--- src/rtl/n3u_pkg.sv ---
// Package: shared types, constants and the code-to-ASCII translation for the 3-bit unpacker.
package n3u_pkg;

    localparam int QUEUE_DEPTH = 2;

    localparam logic [7:0] CHAR_A    = 8'h41;
    localparam logic [7:0] CHAR_C    = 8'h43;
    localparam logic [7:0] CHAR_G    = 8'h47;
    localparam logic [7:0] CHAR_T    = 8'h54;
    localparam logic [7:0] CHAR_U    = 8'h55;
    localparam logic [7:0] CHAR_GAP  = 8'h2D;
    localparam logic [7:0] CHAR_NONE = 8'h00;

    localparam logic [2:0] CODE_NONE = 3'd0;
    localparam logic [2:0] CODE_A    = 3'd1;
    localparam logic [2:0] CODE_C    = 3'd2;
    localparam logic [2:0] CODE_G    = 3'd3;
    localparam logic [2:0] CODE_T    = 3'd4;
    localparam logic [2:0] CODE_U    = 3'd5;
    localparam logic [2:0] CODE_GAP  = 3'd6;

    localparam logic [7:0] MASK_P0_TAIL = 8'd56;
    localparam logic [7:0] MASK_P1_BOTH = 8'd126;
    localparam logic [7:0] MASK_P1_TAIL = 8'd112;
    localparam logic [7:0] MASK_P2_BOTH = 8'd252;
    localparam logic [7:0] MASK_P2_TAIL = 8'd224;

    typedef struct packed {
        logic [2:0][2:0] codes;
        logic [1:0]      count;
        logic            fin;
    } n3u_job_t;

    typedef struct packed {
        logic full;
        logic empty;
    } n3u_qstat_t;

    function automatic logic [7:0] n3u_translate(input logic [2:0] code,
                                                 input logic [7:0] na_symbol);
        logic [7:0] ch;
        case (code)
            CODE_NONE: ch = CHAR_NONE;
            CODE_A:    ch = CHAR_A;
            CODE_C:    ch = CHAR_C;
            CODE_G:    ch = CHAR_G;
            CODE_T:    ch = CHAR_T;
            CODE_U:    ch = CHAR_U;
            CODE_GAP:  ch = CHAR_GAP;
            default:   ch = na_symbol;
        endcase
        return ch;
    endfunction

endpackage

--- src/rtl/n3u_ifs.sv ---
// Interfaces: packed byte input, symbol output and configuration write channels.
interface n3u_in_if;
    logic       valid;
    logic       ready;
    logic [7:0] packed_byte;
    logic       is_final;

    modport source (output valid, output packed_byte, output is_final, input ready);
    modport sink   (input valid, input packed_byte, input is_final, output ready);
endinterface

interface n3u_out_if;
    logic       valid;
    logic       ready;
    logic [7:0] symbol_char;
    logic       end_of_run;
    logic       end_of_sequence;

    modport source (output valid, output symbol_char, output end_of_run,
                    output end_of_sequence, input ready);
    modport sink   (input valid, input symbol_char, input end_of_run,
                    input end_of_sequence, output ready);
endinterface

interface n3u_cfg_if;
    logic       valid;
    logic       ready;
    logic [7:0] na_symbol;

    modport source (output valid, output na_symbol, input ready);
    modport sink   (input valid, input na_symbol, output ready);
endinterface

--- src/rtl/nucleotide_3bit_unpacker.sv ---
// Top level: 3-bit packed nucleotide unpacker with front end, job queue and symbol emitter.
// Each accepted byte yields one to three symbols on symbol_stream, one symbol per cycle
// while symbol_stream is ready: two or three in steady state (three bytes give eight
// symbols), one to three on the final byte of a sequence. The front end splits a byte
// in the cycle it is accepted and parks it in a QUEUE_DEPTH-entry queue, so a new byte
// is taken while earlier symbols still drain. Each symbol is translated from the queue
// head job into a registered output. na_symbol is written through cfg, which is always ready.
module nucleotide_3bit_unpacker #(
    parameter int QUEUE_DEPTH = n3u_pkg::QUEUE_DEPTH
) (
    input  logic      clk,
    input  logic      rst_n,
    n3u_in_if.sink    packed_stream,
    n3u_out_if.source symbol_stream,
    n3u_cfg_if.sink   cfg
);

    logic [7:0]          na_symbol_reg;
    logic                push;
    logic                pop;
    n3u_pkg::n3u_job_t   push_job;
    n3u_pkg::n3u_job_t   head_job;
    n3u_pkg::n3u_qstat_t qstat;

    assign cfg.ready = 1'b1;

    always_ff @(posedge clk or negedge rst_n)
    begin
        if (!rst_n)
            na_symbol_reg <= 8'd0;
        else if (cfg.valid)
            na_symbol_reg <= cfg.na_symbol;
    end

    n3u_front u_front (
        .clk           (clk),
        .rst_n         (rst_n),
        .packed_stream (packed_stream),
        .qstat         (qstat),
        .push          (push),
        .job           (push_job)
    );

    n3u_queue #(
        .DEPTH (QUEUE_DEPTH)
    ) u_queue (
        .clk      (clk),
        .rst_n    (rst_n),
        .push     (push),
        .push_job (push_job),
        .pop      (pop),
        .head_job (head_job),
        .qstat    (qstat)
    );

    n3u_back u_back (
        .clk           (clk),
        .rst_n         (rst_n),
        .head_job      (head_job),
        .qstat         (qstat),
        .na_symbol     (na_symbol_reg),
        .pop           (pop),
        .symbol_stream (symbol_stream)
    );

    a_eos_ends_run: assert property (@(posedge clk) disable iff (!rst_n)
        symbol_stream.valid && symbol_stream.end_of_sequence |-> symbol_stream.end_of_run)
        else $error("end_of_sequence without end_of_run");

    a_pop_nonempty: assert property (@(posedge clk) disable iff (!rst_n)
        pop |-> !qstat.empty)
        else $error("queue popped while empty");

    a_full_stalls_input: assert property (@(posedge clk) disable iff (!rst_n)
        qstat.full |-> !packed_stream.ready)
        else $error("input ready while queue full");

    a_job_count_nonzero: assert property (@(posedge clk) disable iff (!rst_n)
        !qstat.empty |-> head_job.count != 2'd0)
        else $error("queued job with no symbols");

endmodule

--- src/rtl/n3u_front.sv ---
// Front end: accepts packed bytes, splits them into 3-bit codes and trims the final byte.
module n3u_front (
    input  logic                clk,
    input  logic                rst_n,
    n3u_in_if.sink              packed_stream,
    input  n3u_pkg::n3u_qstat_t qstat,
    output logic                push,
    output n3u_pkg::n3u_job_t   job
);

    localparam logic [1:0] PHASE0 = 2'd0;
    localparam logic [1:0] PHASE1 = 2'd1;
    localparam logic [1:0] PHASE2 = 2'd2;

    logic [1:0] phase_reg, phase_next;
    logic [1:0] carry_reg, carry_next;
    logic [7:0] b;
    logic       fin;
    logic [1:0] drop;
    logic [1:0] full_count;

    assign b   = packed_stream.packed_byte;
    assign fin = packed_stream.is_final;

    assign packed_stream.ready = !qstat.full;
    assign push = packed_stream.valid && !qstat.full;

    always_comb
    begin
        drop = 2'd0;
        case (phase_reg)
            PHASE1:
            begin
                job.codes[0] = {b[0], carry_reg};
                job.codes[1] = b[3:1];
                job.codes[2] = b[6:4];
                full_count   = 2'd3;
                carry_next   = {1'b0, b[7]};
                phase_next   = PHASE2;
                if ((b & n3u_pkg::MASK_P1_BOTH) == 8'd0)
                    drop = 2'd2;
                else if ((b & n3u_pkg::MASK_P1_TAIL) == 8'd0)
                    drop = 2'd1;
            end
            PHASE2:
            begin
                job.codes[0] = {b[1:0], carry_reg[0]};
                job.codes[1] = b[4:2];
                job.codes[2] = b[7:5];
                full_count   = 2'd3;
                carry_next   = 2'd0;
                phase_next   = PHASE0;
                if ((b & n3u_pkg::MASK_P2_BOTH) == 8'd0)
                    drop = 2'd2;
                else if ((b & n3u_pkg::MASK_P2_TAIL) == 8'd0)
                    drop = 2'd1;
            end
            default:
            begin
                job.codes[0] = b[2:0];
                job.codes[1] = b[5:3];
                job.codes[2] = n3u_pkg::CODE_NONE;
                full_count   = 2'd2;
                carry_next   = b[7:6];
                phase_next   = PHASE1;
                if ((b & n3u_pkg::MASK_P0_TAIL) == 8'd0)
                    drop = 2'd1;
            end
        endcase
        if (!fin)
            drop = 2'd0;
        else
        begin
            carry_next = 2'd0;
            phase_next = PHASE0;
        end
        job.count = full_count - drop;
        job.fin   = fin;
    end

    always_ff @(posedge clk or negedge rst_n)
    begin
        if (!rst_n)
        begin
            phase_reg <= PHASE0;
            carry_reg <= 2'd0;
        end
        else if (push)
        begin
            phase_reg <= phase_next;
            carry_reg <= carry_next;
        end
    end

endmodule

--- src/rtl/n3u_queue.sv ---
// Queue: short job FIFO between the front end and the symbol emitter.
module n3u_queue #(
    parameter int DEPTH = n3u_pkg::QUEUE_DEPTH
) (
    input  logic                clk,
    input  logic                rst_n,
    input  logic                push,
    input  n3u_pkg::n3u_job_t   push_job,
    input  logic                pop,
    output n3u_pkg::n3u_job_t   head_job,
    output n3u_pkg::n3u_qstat_t qstat
);

    localparam int PTR_W = (DEPTH > 1) ? $clog2(DEPTH) : 1;
    localparam int CNT_W = $clog2(DEPTH + 1);
    localparam logic [PTR_W-1:0] LAST_PTR = PTR_W'(DEPTH - 1);

    n3u_pkg::n3u_job_t entry_reg [DEPTH];
    logic [PTR_W-1:0] wr_ptr_reg, wr_ptr_next;
    logic [PTR_W-1:0] rd_ptr_reg, rd_ptr_next;
    logic [CNT_W-1:0] count_reg, count_next;

    assign qstat.full  = (count_reg == CNT_W'(DEPTH));
    assign qstat.empty = (count_reg == '0);
    assign head_job    = entry_reg[rd_ptr_reg];

    always_comb
    begin
        wr_ptr_next = wr_ptr_reg;
        rd_ptr_next = rd_ptr_reg;
        count_next  = count_reg;
        if (push)
            wr_ptr_next = (wr_ptr_reg == LAST_PTR) ? '0 : wr_ptr_reg + 1'b1;
        if (pop)
            rd_ptr_next = (rd_ptr_reg == LAST_PTR) ? '0 : rd_ptr_reg + 1'b1;
        if (push && !pop)
            count_next = count_reg + 1'b1;
        else if (pop && !push)
            count_next = count_reg - 1'b1;
    end

    always_ff @(posedge clk or negedge rst_n)
    begin
        if (!rst_n)
        begin
            wr_ptr_reg <= '0;
            rd_ptr_reg <= '0;
            count_reg  <= '0;
        end
        else
        begin
            wr_ptr_reg <= wr_ptr_next;
            rd_ptr_reg <= rd_ptr_next;
            count_reg  <= count_next;
        end
    end

    always_ff @(posedge clk)
    begin
        if (push)
            entry_reg[wr_ptr_reg] <= push_job;
    end

endmodule

--- src/rtl/n3u_back.sv ---
// Back end: walks each queued job one symbol per cycle, while the output is ready, into a registered output.
module n3u_back (
    input  logic                clk,
    input  logic                rst_n,
    input  n3u_pkg::n3u_job_t   head_job,
    input  n3u_pkg::n3u_qstat_t qstat,
    input  logic [7:0]          na_symbol,
    output logic                pop,
    n3u_out_if.source           symbol_stream
);

    logic [1:0] idx_reg, idx_next;
    logic       valid_reg, valid_next;
    logic [7:0] char_reg;
    logic       eor_reg;
    logic       eos_reg;
    logic       load;
    logic       last;

    assign load = !qstat.empty && (!valid_reg || symbol_stream.ready);
    assign last = (idx_reg == head_job.count - 2'd1);
    assign pop  = load && last;

    always_comb
    begin
        idx_next   = idx_reg;
        valid_next = valid_reg;
        if (load)
        begin
            idx_next   = last ? 2'd0 : idx_reg + 2'd1;
            valid_next = 1'b1;
        end
        else if (symbol_stream.ready)
            valid_next = 1'b0;
    end

    always_ff @(posedge clk or negedge rst_n)
    begin
        if (!rst_n)
        begin
            idx_reg   <= 2'd0;
            valid_reg <= 1'b0;
        end
        else
        begin
            idx_reg   <= idx_next;
            valid_reg <= valid_next;
        end
    end

    always_ff @(posedge clk)
    begin
        if (load)
        begin
            char_reg <= n3u_pkg::n3u_translate(head_job.codes[idx_reg], na_symbol);
            eor_reg  <= last;
            eos_reg  <= last && head_job.fin;
        end
    end

    assign symbol_stream.valid           = valid_reg;
    assign symbol_stream.symbol_char     = char_reg;
    assign symbol_stream.end_of_run      = eor_reg;
    assign symbol_stream.end_of_sequence = eos_reg;

endmodule
--- src/flat_wrapper.sv ---
// flat-port wrapper written by rule: the top's interface ports become plain ports
module nucleotide_3bit_unpacker_flat 
#(
    parameter int QUEUE_DEPTH = n3u_pkg::QUEUE_DEPTH
)
  (clk, rst_n, packed_stream_valid, packed_stream_packed_byte, packed_stream_is_final, packed_stream_ready, symbol_stream_valid, symbol_stream_symbol_char, symbol_stream_end_of_run, symbol_stream_end_of_sequence, symbol_stream_ready, cfg_valid, cfg_na_symbol, cfg_ready);
  n3u_in_if packed_stream_i ();
  n3u_out_if symbol_stream_i ();
  n3u_cfg_if cfg_i ();
  input  logic clk;
  input  logic rst_n;
  input wire logic [$bits(packed_stream_i.valid)-1:0] packed_stream_valid;
  input wire logic [$bits(packed_stream_i.packed_byte)-1:0] packed_stream_packed_byte;
  input wire logic [$bits(packed_stream_i.is_final)-1:0] packed_stream_is_final;
  output wire logic [$bits(packed_stream_i.ready)-1:0] packed_stream_ready;
  output wire logic [$bits(symbol_stream_i.valid)-1:0] symbol_stream_valid;
  output wire logic [$bits(symbol_stream_i.symbol_char)-1:0] symbol_stream_symbol_char;
  output wire logic [$bits(symbol_stream_i.end_of_run)-1:0] symbol_stream_end_of_run;
  output wire logic [$bits(symbol_stream_i.end_of_sequence)-1:0] symbol_stream_end_of_sequence;
  input wire logic [$bits(symbol_stream_i.ready)-1:0] symbol_stream_ready;
  input wire logic [$bits(cfg_i.valid)-1:0] cfg_valid;
  input wire logic [$bits(cfg_i.na_symbol)-1:0] cfg_na_symbol;
  output wire logic [$bits(cfg_i.ready)-1:0] cfg_ready;
  assign packed_stream_i.valid = packed_stream_valid;
  assign packed_stream_i.packed_byte = packed_stream_packed_byte;
  assign packed_stream_i.is_final = packed_stream_is_final;
  assign packed_stream_ready = packed_stream_i.ready;
  assign symbol_stream_valid = symbol_stream_i.valid;
  assign symbol_stream_symbol_char = symbol_stream_i.symbol_char;
  assign symbol_stream_end_of_run = symbol_stream_i.end_of_run;
  assign symbol_stream_end_of_sequence = symbol_stream_i.end_of_sequence;
  assign symbol_stream_i.ready = symbol_stream_ready;
  assign cfg_i.valid = cfg_valid;
  assign cfg_i.na_symbol = cfg_na_symbol;
  assign cfg_ready = cfg_i.ready;
  nucleotide_3bit_unpacker #(.QUEUE_DEPTH(QUEUE_DEPTH)) u_core (.clk(clk), .rst_n(rst_n), .packed_stream(packed_stream_i), .symbol_stream(symbol_stream_i), .cfg(cfg_i));
endmodule
--- config.mk ---
export PLATFORM = sky130hd
export DESIGN_NAME = nucleotide_3bit_unpacker_flat
export DESIGN_NICKNAME = d
export VERILOG_FILES = /design/src/rtl/n3u_pkg.sv /design/src/rtl/n3u_ifs.sv /design/src/rtl/nucleotide_3bit_unpacker.sv /design/src/rtl/n3u_front.sv /design/src/rtl/n3u_queue.sv /design/src/rtl/n3u_back.sv /design/src/flat_wrapper.sv
export SDC_FILE = /design/constraint.sdc
export NUM_CORES = 1
export LEC_CHECK = 0
export BUFFER_PORTS_ARGS = -buffer_cell sky130_fd_sc_hd__buf_2
export CAP_MARGIN = 20
export CORE_MARGIN = 4
export CORE_UTILIZATION = 50
export DETAILED_ROUTE_END_ITERATION = 12
export GPL_ROUTABILITY_DRIVEN = 0
export GPL_TIMING_DRIVEN = 1
export PLACE_DENSITY = 0.73
export SYNTH_ARGS = -nofsm -noshare
export SYNTH_HDL_FRONTEND = slang
export SYNTH_HIERARCHICAL = 1
export SYNTH_SLANG_ARGS = --single-unit
--- constraint.sdc ---
create_clock -name clk -period 2 [get_ports clk]
set_input_delay 0.2 -clock clk [delete_from_list [all_inputs] [get_ports clk]]
set_output_delay 0.2 -clock clk [all_outputs]
set_load 0.02 [all_outputs]
==> out/results.tsv, run 1 <==
metric	value	unit
drive_above_1_share	39.42	%
leakage	1.285	nW
syn-num-nets	222	
failed_checks	setup timing	
hold-worst-slack	0.1192	ns
grt_usage	14.32	%
rsz0062_at_grt	yes	
grt_pass1_vias	1541	
wl	4.356	mm
cts_num_sinks	53	
drtIter0Drc	51	
layout.nets	266	
dpl.hpwl	3.275	mm
ys_warn_count	6	
dr_wl_met3	136	µm
p_total	4.895	mW
drcViolationCount	0	
cp_data_required_time	2.24	ns
start_util	52.04	%
synth_edf_count	34	
die_x	81.15	µm
dp_slack	-0.09932	ns
firstDrtPassIters	4	
fin_ws	-0.03450	ns
n_fill_cell	441	
clk_latency	0.30	ns
drt-met1-wl	2.068	mm
ant_nets	0	
ys.flop_type	edfxtp_1	
numCtsBuffers	5	
async_reset_ff_share	35.85	%
antenna_found_initial	0	
setup.worst_path.end_class	register	
status	finished with violations	
syn_area	2675	µm²
coreArea	5140	µm²
power.density	1587	nW/µm²
seq_area_frac_synth	55.94	%
topRoutingLayerUsed	met4	
dieArea	6585	µm²
clockBufferDepth	2	
worstSetupPathType	reg2reg	
largest_register_ff_count	24	
period_share	101.7	%
syn2layout_area_growth	15.29	%
die_y	81.15	µm
drv_cap	0	
htreeDepth	2	
skew	0.008996	ns
finalHoldViolCount	0	
met2_length	2.119	mm
viasPerCell	5.064	
ios	35	
ys_types	46	
critPathArrivalTime	2.27	ns
worst_hold_path_type	in2reg	
wire_per_inst	14.01	µm
fin_crit	2.035	ns
yosys_register_bits	53	
syn_inst	196	
dr_total_vias	1575	
cts_tree	built	
cp_max_fo	3	
grt-ovfl-total	0	
cp-start-kind	register	
fmax	0.4915	GHz
portBuffers	33	
setup_viol	1	
cts_root_buffer	clkbuf_8	
drv_slew	0	
cts.clk_slew.worst_paths	0.10	ns
grt_max_degree	20	
grt_pass1_wl	7.134	mm
diodes	0	
peakVddDrop	0.9014	mV
rows	26	
synth_area_per_cell	13.65	µm²
final_util	60.00	%
## power breakdown
part,total (mW),internal [mW],switching [mW]
registers,1.86,1.70,0.163
logic,2.42,1.13,1.29
clock network,0.612,0.256,0.356
total,4.89,3.08,1.81
## stage by stage
stage	cells	setup TNS [ns]	area (µm²)
CTS	312	-0.04916	3092
global route	311	-0.1433	3084
finish	311	-0.03450	3084
floorplan	196	-0.1777	2695
detailed placement	302	-0.09932	2969
global placement	302	-0.001796	2969
## timing repair
item / 4_1_cts / 5_1_grt
hold buffers: 1 / 0
setup buffers: 1 / 0
gates resized for setup: 1 / 0
setup endpoints to repair: 1 / 9
hold endpoints to repair: 19 / 0
pin swaps: 2 / 0
## cell usage in the layout (no fill, tap or decap), drive strengths merged, types with 2 or more instances in the layout
cell type	netlist	final
a22o	2	2
o21a	2	2
o21ai	10	10
clkbuf	0	5
a21oi	5	5
inv	9	11
a2bb2oi	3	3
nor2b	6	6
xor2	5	5
a22oi	8	8
nand2b	6	6
edfxtp	34	34
nor4	2	2
dfrtp	19	19
mux2i	3	3
ha	4	4
o211ai	2	2
buf	11	47
o2bb2ai	2	2
nand3	2	2
xnor2	2	2
and2	2	2
nor2	13	13
nand2	14	14
mux2	21	21
## synthesized netlist by cell type (2+ instances only)
library cell  number  area (µm²)
a22oi_1            7       52.55
nand2_1           14       52.55
o21a_1             2       15.01
and2_1             2       12.51
mux2_4            18       270.3
buf_4              4       30.03
dfrtp_1           19       475.5
ha_1               4       50.05
nand2b_1           6       37.54
nor4_1             2       12.51
nor2b_1            4       25.02
nor2_1            12       45.04
mux2i_2            2       27.53
o21ai_0            9       45.04
inv_1              8       30.03
a21oi_1            5       25.02
a2bb2oi_4          2       52.55
buf_2              4       20.02
xor2_1             5       43.79
a22o_1             2       17.52
edfxtp_1          34        1021
nand3_1            2       10.01
buf_6              3       33.78
mux2_2             3       33.78
nor2b_4            2       27.53
## cell type report
| class | count | area, µm² | area share (%) |
|---|---|---|---|
| clock buffer | 5 | 68.82 | 2.231 |
| clock inverter | 3 | 25.02 | 0.8114 |
| inverter | 9 | 33.78 | 1.095 |
| multi-input combinational | 123 | 1092 | 35.42 |
| sequential | 53 | 1496 | 48.52 |
| tap | 70 | 87.58 | 2.840 |
| timing repair buffer | 48 | 280.3 | 9.087 |
## per-layer routing
layer / track usage [%] / vias to the layer above
li1: - / 790
met1: 18.91 / 760
met2: 23.56 / 21
met3: 2.661 / 4
met4: 5.236 / 0
met5: 0 / -
## kinds of logic after synthesis
group                      count (synthesis)  synth area share [%]
AOI/OAI and AO/OA                         38                 11.93
xor gates and xnor gates                   7                 2.573
adders and majority gates                  4                 1.871
buffers and inverters                     20                 4.397
DFF                                       53                 55.94
muxes                                     24                 12.77
other                                      1                0.1402
and+or+nand+nor                           49                 10.38
## worst max-delay path, stage by stage (launching register included)
cell and delay [ns]:
dfrtp_1 0.42, mux2_4 0.34, xnor2_4 0.16, mux2_4 0.33, nor2_4 0.10, inv_2 0.05, ha_4 0.15, xor2_1 0.15
nor2_1 0.12, xor2_1 0.15
## worst paths after layout
check	cells past startpoint	end	slack (ns)	from
max	9	u_core/u_queue/count_reg[1]	-0.03	u_core/u_queue/rd_ptr_reg
min	2	u_core/na_symbol_reg[7]	0.12	cfg_na_symbol[7]
max reg2reg	9	u_core/u_queue/count_reg[1]	-0.03	u_core/u_queue/rd_ptr_reg
min reg2reg	1	u_core/u_queue/count_reg[1]	0.49	u_core/u_queue/count_reg[1]
max in group asynchronous	2	u_core/u_front/carry_reg[0]	1.33	rst_n
min in group asynchronous	2	u_core/na_symbol_reg[7]	0.36	rst_n
Power figures use the tool's default switching activity.
==> run 2, diff against run 1 <==
--- a/config.mk
+++ b/config.mk
@@ -7,12 +7,13 @@
 export LEC_CHECK = 0
 export BUFFER_PORTS_ARGS = -buffer_cell sky130_fd_sc_hd__buf_2
 export CAP_MARGIN = 20
+export CELL_PAD_IN_SITES_DETAIL_PLACEMENT = 0
+export CELL_PAD_IN_SITES_GLOBAL_PLACEMENT = 1
 export CORE_MARGIN = 4
-export CORE_UTILIZATION = 50
+export CORE_UTILIZATION = 42
 export DETAILED_ROUTE_END_ITERATION = 12
-export GPL_ROUTABILITY_DRIVEN = 0
 export GPL_TIMING_DRIVEN = 1
-export PLACE_DENSITY = 0.73
+export PLACE_DENSITY = 0.75
 export SYNTH_ARGS = -nofsm -noshare
 export SYNTH_HDL_FRONTEND = slang
 export SYNTH_HIERARCHICAL = 1
==> constraint.sdc (replaced) <==
create_clock -name clk -period 2 [get_ports clk]
set_input_delay 0.2 -clock clk [delete_from_list [all_inputs] [get_ports clk]]
set_output_delay 0.2 -clock clk [all_outputs]
set_load 0.1 [all_outputs]
==> run 2 against run 1 <==
  * The run still ends with setup timing left
  * Clock skew rose by 0.010 ns
  * Critical path depth unchanged
  * Die area increased by 17%
  * Non-clock buffer count grew 1
  * Clock-buffer cell count stayed put
  * Highest routed layer unchanged
  * Register-to-register slack worse by 0.04 ns
  * Largest cell class unchanged
  * Via count is 2.0% higher
==> out/results.tsv, run 2 (synthesis results as in run 1) <==
metric	value	unit	change
status	finished with violations		unchanged
failed_checks	setup timing		unchanged
ios	35		unchanged
htreeDepth	2		unchanged
fin_crit	2.075	ns	was 2.035 ns
skew	0.01896	ns	was 0.008996 ns
syn2layout_area_growth	16.14	%	was 15.29%
gp_congestion	0.8387		
period_share	103.7	%	was 101.7%
setup.worst_path.end_class	register		unchanged
drtIter0Drc	100		was 51
fin_ws	-0.07468	ns	was -0.03450 ns
largest_register_ff_count	24		unchanged
grt_max_degree	20		unchanged
firstDrtPassIters	4		unchanged
cp_max_fo	4		was 3
dr_wl_met3	198	µm	was 136 µm
drv_cap	0		unchanged
layout_common_cells	edfxtp_1, buf_2, mux2_4, dfrtp_1		was edfxtp_1, buf_2, dfrtp_1
ant_nets	0		unchanged
start_util	44.14	%	was 52.04%
setup_tns	-0.07468	ns	was -0.03450 ns
wl	4.557	mm	was 4.356 mm
grt_pass1_vias	1538		was 1541
dpl.hpwl	3.432	mm	was 3.275 mm
clockBufferDepth	2		unchanged
die_x	87.81	µm	was 81.15 µm
drcViolationCount	0		unchanged
cts_num_sinks	53		unchanged
clk_latency	0.31	ns	was 0.30 ns
cts.clk_slew.worst_paths	0.11	ns	was 0.10 ns
diodes	0		unchanged
grt-ovfl-total	0		unchanged
coreArea	6061	µm²	was 5140 µm²
rows	28		was 26
layout.nets	267		was 266
grt_usage	12.79	%	was 14.32%
grt_pass1_wl	7.334	mm	was 7.134 mm
cts_root_buffer	clkbuf_8		unchanged
layout_commonest_cell	edfxtp_1		unchanged
numCtsBuffers	5		unchanged
final_util	51.26	%	was 60.00%
met2_length	2.189	mm	was 2.119 mm
rsz0062_at_grt	yes		unchanged
worst_hold_path_type	in2reg		unchanged
drive_above_1_share	40.50	%	was 39.42%
viasPerCell	5.066		was 5.064
setup_viol	1		unchanged
multi_input_area	1096	µm²	was 1092 µm²
fmax	0.4820	GHz	was 0.4915 GHz
cts_tree	built		unchanged
dieArea	7710	µm²	was 6585 µm²
finalHoldViolCount	0		unchanged
n_fill_cell	549		was 441
die_y	87.81	µm	was 81.15 µm
cp_data_required_time	2.24	ns	about the same
critPathArrivalTime	2.32	ns	was 2.27 ns
regArea	1498	µm²	was 1496 µm²
dr_total_vias	1606		was 1575
wire_per_inst	14.38	µm	was 14.01 µm
topRoutingLayerUsed	met4		unchanged
portBuffers	33		unchanged
cp-start-kind	register		unchanged
drt-met1-wl	2.089	mm	was 2.068 mm
antenna_found_initial	0		unchanged
drv_slew	0		unchanged
worstSetupPathType	reg2reg		unchanged
## run 2: cell types whose count changed in the layout (fill, tap and decap cells not counted), sizes merged
cell,previous run,this run
clkinv,0,1
inv,11,10
buf,47,48
## run 2: layout make-up
class                      count  share of cell area (%)
clock buffer                   5                   2.215
clock inverter                 3                  0.8055
inverter                       9                   1.087
multi-input combinational    123                   35.28
sequential                    53                   48.21
tap                           75                   3.021
timing repair buffer          49                   9.384
## run 2: per-layer routing
layer  vias to the layer above  track usage, %
met3                         5           3.293
met1                       770           16.41
met2                        38           20.55
met5                         -               0
li1                        793               -
met4                         0           5.439
## run 2: path summary, 6_finish.rpt
kind / from / end / slack, ns / cells past startpoint
min in group asynchronous: rst_n / u_core/u_queue/rd_ptr_reg / 0.35 / 2
worst max register to register: u_core/u_queue/rd_ptr_reg / u_core/u_queue/count_reg[1] / -0.07 / 9
max in group asynchronous: rst_n / u_core/u_queue/rd_ptr_reg / 1.32 / 2
worst max-delay path: u_core/u_queue/rd_ptr_reg / u_core/u_queue/count_reg[1] / -0.07 / 9
worst min register to register: u_core/u_queue/wr_ptr_reg / u_core/u_queue/wr_ptr_reg / 0.50 / 1
worst min-delay path: cfg_na_symbol[6] / u_core/na_symbol_reg[6] / 0.11 / 2
## run 2: worst max-delay path, cell delays in order, from the launching register on
cell and delay, ns:
dfrtp_2 0.45, mux2_4 0.34, xnor2_4 0.15, mux2_4 0.34, nor2_4 0.09, inv_2 0.05
ha_4 0.15, xor2_1 0.15, nor2_1 0.14, xor2_1 0.14
## run 2: metrics by stage
stage / hold WS, ns / instances / instance area (µm²) / setup slack, ns
after global placement: 0.1624 / 307 / 2975 / -0.01243
after detailed placement: 0.1678 / 307 / 2975 / -0.08650
after global routing: 0.09423 / 317 / 3107 / -0.2010
after CTS: 0.1028 / 317 / 3087 / -0.06333
final: 0.1087 / 317 / 3107 / -0.07468
after floorplan: -0.09559 / 196 / 2695 / -0.1777
## run 2: repair_timing
item | CTS | global route
hold endpoints to repair | 19 | 0
hold buffers | 1 | 0
endpoints found under the setup margin | 1 | 7
gates resized for setup | 0 | 4
setup buffers | 1 | 0
pin swaps | 2 | 1
Power of run 2 is not shown: default switching activity piles up to over one toggle a cycle in this logic, so the estimate is an artifact.
==> run 3, diff against run 2 <==
--- a/config.mk
+++ b/config.mk
@@ -5,13 +5,14 @@
 export SDC_FILE = /design/constraint.sdc
 export NUM_CORES = 1
 export LEC_CHECK = 0
+export ABC_AREA = 1
 export BUFFER_PORTS_ARGS = -buffer_cell sky130_fd_sc_hd__buf_2
-export CAP_MARGIN = 20
 export CELL_PAD_IN_SITES_DETAIL_PLACEMENT = 0
 export CELL_PAD_IN_SITES_GLOBAL_PLACEMENT = 1
 export CORE_MARGIN = 4
-export CORE_UTILIZATION = 42
+export CORE_UTILIZATION = 40
 export DETAILED_ROUTE_END_ITERATION = 12
+export GPL_ROUTABILITY_DRIVEN = 0
 export GPL_TIMING_DRIVEN = 1
 export PLACE_DENSITY = 0.75
 export SYNTH_ARGS = -nofsm -noshare
==> run 3 against run 2 <==
  * The flow now finishes without violations
  * First-iteration DRC count down 52%
  * Sequential share of layout area up 0.55 points
  * Global-route usage up 0.43 points
  * Worst setup slack better by 0.24 ns
  * Critical endpoint is now u_core/u_back/symbol_stream.symbol_char[6]
  * Highest routed layer unchanged
==> out/results.tsv, run 3 <==
metric	value	unit	change
status	complete, no violations		was finished with violations
layout_common_cells	nand2_1, inv_1, edfxtp_1		was edfxtp_1, buf_2, mux2_4, dfrtp_1
slowest_delay	0.42	ns	was 0.45 ns
ys_types	31		was 46
start_util	41.36	%	was 44.14%
die_y	89.26	µm	was 87.81 µm
setup_tns	0	ns	was -0.07468 ns
min_path_cells	3		was 2
drv_cap	0		unchanged
rows	29		was 28
largest_register_ff_count	24		unchanged
cts.clk_slew.worst_paths	0.10	ns	was 0.11 ns
layout_commonest_cell	nand2_1		was edfxtp_1
grt_pass1_vias	1790		was 1538
ys_top_cells_by_area	edfxtp_1, dfrtp_1, nand2_1, mux2_4, inv_1		was edfxtp_1, dfrtp_1, mux2_4, a22oi_1, a2bb2oi_4
critPathArrivalTime	1.91	ns	was 2.32 ns
portBuffers	33		unchanged
worst_hold_path_type	in2reg		unchanged
final_util	48.06	%	was 51.26%
cp_cell_sequence	buf_4 -> mux2_4 -> inv_1 -> nand2_1 -> nand2_1 -> nand2_1 -> nand2_2 -> clkinv_2 -> nand3_1 -> nand3_1		was mux2_4 -> xnor2_4 -> mux2_4 -> nor2_4 -> inv_2 -> ha_4 -> xor2_1 -> nor2_1 -> xor2_1
ant_nets	0		unchanged
firstDrtPassIters	4		unchanged
ys.flop_type	edfxtp_1		unchanged
setup_viol	0		was 1
diodes	0		unchanged
syn_area	2641	µm²	was 2675 µm²
drv_slew	0		unchanged
fin_ws	0.1619	ns	was -0.07468 ns
cp_max_fo	9		was 4
grt_max_degree	20		unchanged
syn-num-nets	284		was 222
synth_top_cell_by_area	edfxtp_1		unchanged
leakage	1.425	nW	
dp_slack	0.06280	ns	was -0.08650 ns
worstSetupPathType	reg2reg		unchanged
dpl-instance-area	2924	µm²	was 2975 µm²
coreArea	6386	µm²	was 6061 µm²
die_x	89.26	µm	was 87.81 µm
slowest_stage	dfrtp_1		was dfrtp_2
finalNonFillerCells	380		was 317
numCtsBuffers	5		unchanged
grt_usage	13.21	%	was 12.79%
post-place-cells	370		was 307
fmax	0.5440	GHz	was 0.4820 GHz
syn_inst	258		was 196
cts_tree	built		unchanged
viasPerCell	4.713		was 5.066
dpl.hpwl	3.625	mm	was 3.432 mm
yosys_register_bits	53		unchanged
synth_area_per_cell	10.24	µm²	was 13.65 µm²
dr_total_vias	1791		was 1606
dieArea	7967	µm²	was 7710 µm²
grt-ovfl-total	0		unchanged
skew	0.008824	ns	was 0.01896 ns
n_fill_cell	611		was 549
power.density	1806	nW/µm²	
wl	4.678	mm	was 4.557 mm
drive_above_1_share	29.04	%	was 40.50%
synth_edf_count	34		unchanged
period_share	91.91	%	was 103.7%
finalHoldViolCount	0		unchanged
synthTopCellsByCount	nand2_1, inv_1, edfxtp_1, dfrtp_1, nor2_1		was edfxtp_1, dfrtp_1, mux2_4, nand2_1, nor2_1
layout.nets	328		was 267
grt_pass1_wl	8.100	mm	was 7.334 mm
reg2reg_depth	10		was 9
peakVddDrop	1.297	mV	
drcViolationCount	0		unchanged
async_reset_ff_share	35.85	%	unchanged
clk_latency	0.31	ns	about the same
stdcell_area	3069	µm²	was 3107 µm²
cp-start-kind	register		unchanged
cts_num_sinks	53		unchanged
drtIter0Drc	48		was 100
clockBufferDepth	2		unchanged
yosysMostFrequentCell	nand2_1		was edfxtp_1
htreeDepth	2		unchanged
ios	35		unchanged
yosys.area.top_type_share	38.65	%	was 38.17%
wire_per_inst	12.31	µm	was 14.38 µm
fin_crit	1.838	ns	was 2.075 ns
cts_root_buffer	clkbuf_8		unchanged
syn2layout_area_growth	16.20	%	was 16.14%
setup.worst_path.end_class	register		unchanged
antenna_found_initial	0		unchanged
cp_data_required_time	2.07	ns	was 2.24 ns
rsz0062_at_grt	no		was yes
ys_warn_count	6		unchanged
crit_path_frequent_cell	nand2_1		
seq_area_frac_synth	56.66	%	was 55.94%
-- run 3: cell count changes after synthesis, moves of 5 or more --
| cell | change |
|---|---|
| mux2_4 | -9 |
| o221ai_1 | +5 |
| a22oi_1 | -7 |
| nand2_2 | +7 |
| nand2b_1 | -6 |
| inv_1 | +27 |
| nand4_1 | +5 |
| nand2_1 | +51 |
| nand3_1 | +9 |
-- run 3: metal layers --
layer  part of all wire [%]  wire (µm)  GRT usage, %  vias to the layer above
met1                     45       2099         16.72                      813
li1                       -          -             -                      932
met4                    1.5         70         4.601                        0
met3                    4.6        215         3.041                        8
met2                     49       2292         22.24                       38
met5                      0          0             0                        -
-- run 3: worst paths after layout --
check                                          start                                    endpoint  slack, ns
min reg2reg                  u_core/na_symbol_reg[5]                     u_core/na_symbol_reg[5]       0.49
min                                 cfg_na_symbol[0]                     u_core/na_symbol_reg[0]       0.09
max reg2reg                u_core/u_queue/rd_ptr_reg  u_core/u_back/symbol_stream.symbol_char[6]       0.16
max in group asynchronous                      rst_n                     u_core/na_symbol_reg[5]       1.30
min in group asynchronous                      rst_n                     u_core/na_symbol_reg[7]       0.37
max                        u_core/u_queue/rd_ptr_reg  u_core/u_back/symbol_stream.symbol_char[6]       0.16
-- run 3: cell type report --
cell class	count	area [µm²]	area share, %
clock buffers	6	93.84	3.057
clock inverters	2	13.76	0.4484
inverters	41	155.1	5.055
multi-input cells	159	978.4	31.88
flip-flops and latches	53	1496	48.76
well taps	77	96.34	3.139
repair buffers	42	235.2	7.664
-- run 3: stage by stage --
stage | hold slack (ns) | power, mW
floorplan | -0.09559 | 4.301
global placement | 0.1833 | 4.840
detailed placement | 0.1876 | 4.873
CTS | 0.07268 | 5.567
global route | 0.08709 | 5.957
finish | 0.08576 | 5.544
-- run 3: what timing repair did --
item	4_1_cts	5_1_grt
resized for setup	0	3
setup buffers	0	1
setup endpoints to repair	0	1
hold buffers	1	0
endpoints found under the hold margin	19	0
-- run 3: report_power, final --
part | internal [mW] | switching (mW)
sequential | 1.73 | 0.169
clock | 0.325 | 0.348
combinational | 0.893 | 2.08
total | 2.95 | 2.60
-- run 3: cell families after synthesis --
logic type	count (synthesis)	share of synthesized area, %
XOR/XNOR	6	1.990
flip-flops	53	56.66
other	1	0.1420
AO/OA/AOI/OAI	23	5.732
AND/OR/NAND/NOR	113	19.61
multiplexers	12	6.395
adder cells (fa/ha/maj)	4	1.895
buffers and inverters	46	7.579
-- run 3: worst max-delay path, delay by kind of cell (launching register included) --
kind | cells | cell delay, ns
buffers and inverters | 3 | 0.38
flip-flops | 1 | 0.42
multiplexers | 1 | 0.31
AND/OR/NAND/NOR | 6 | 0.50
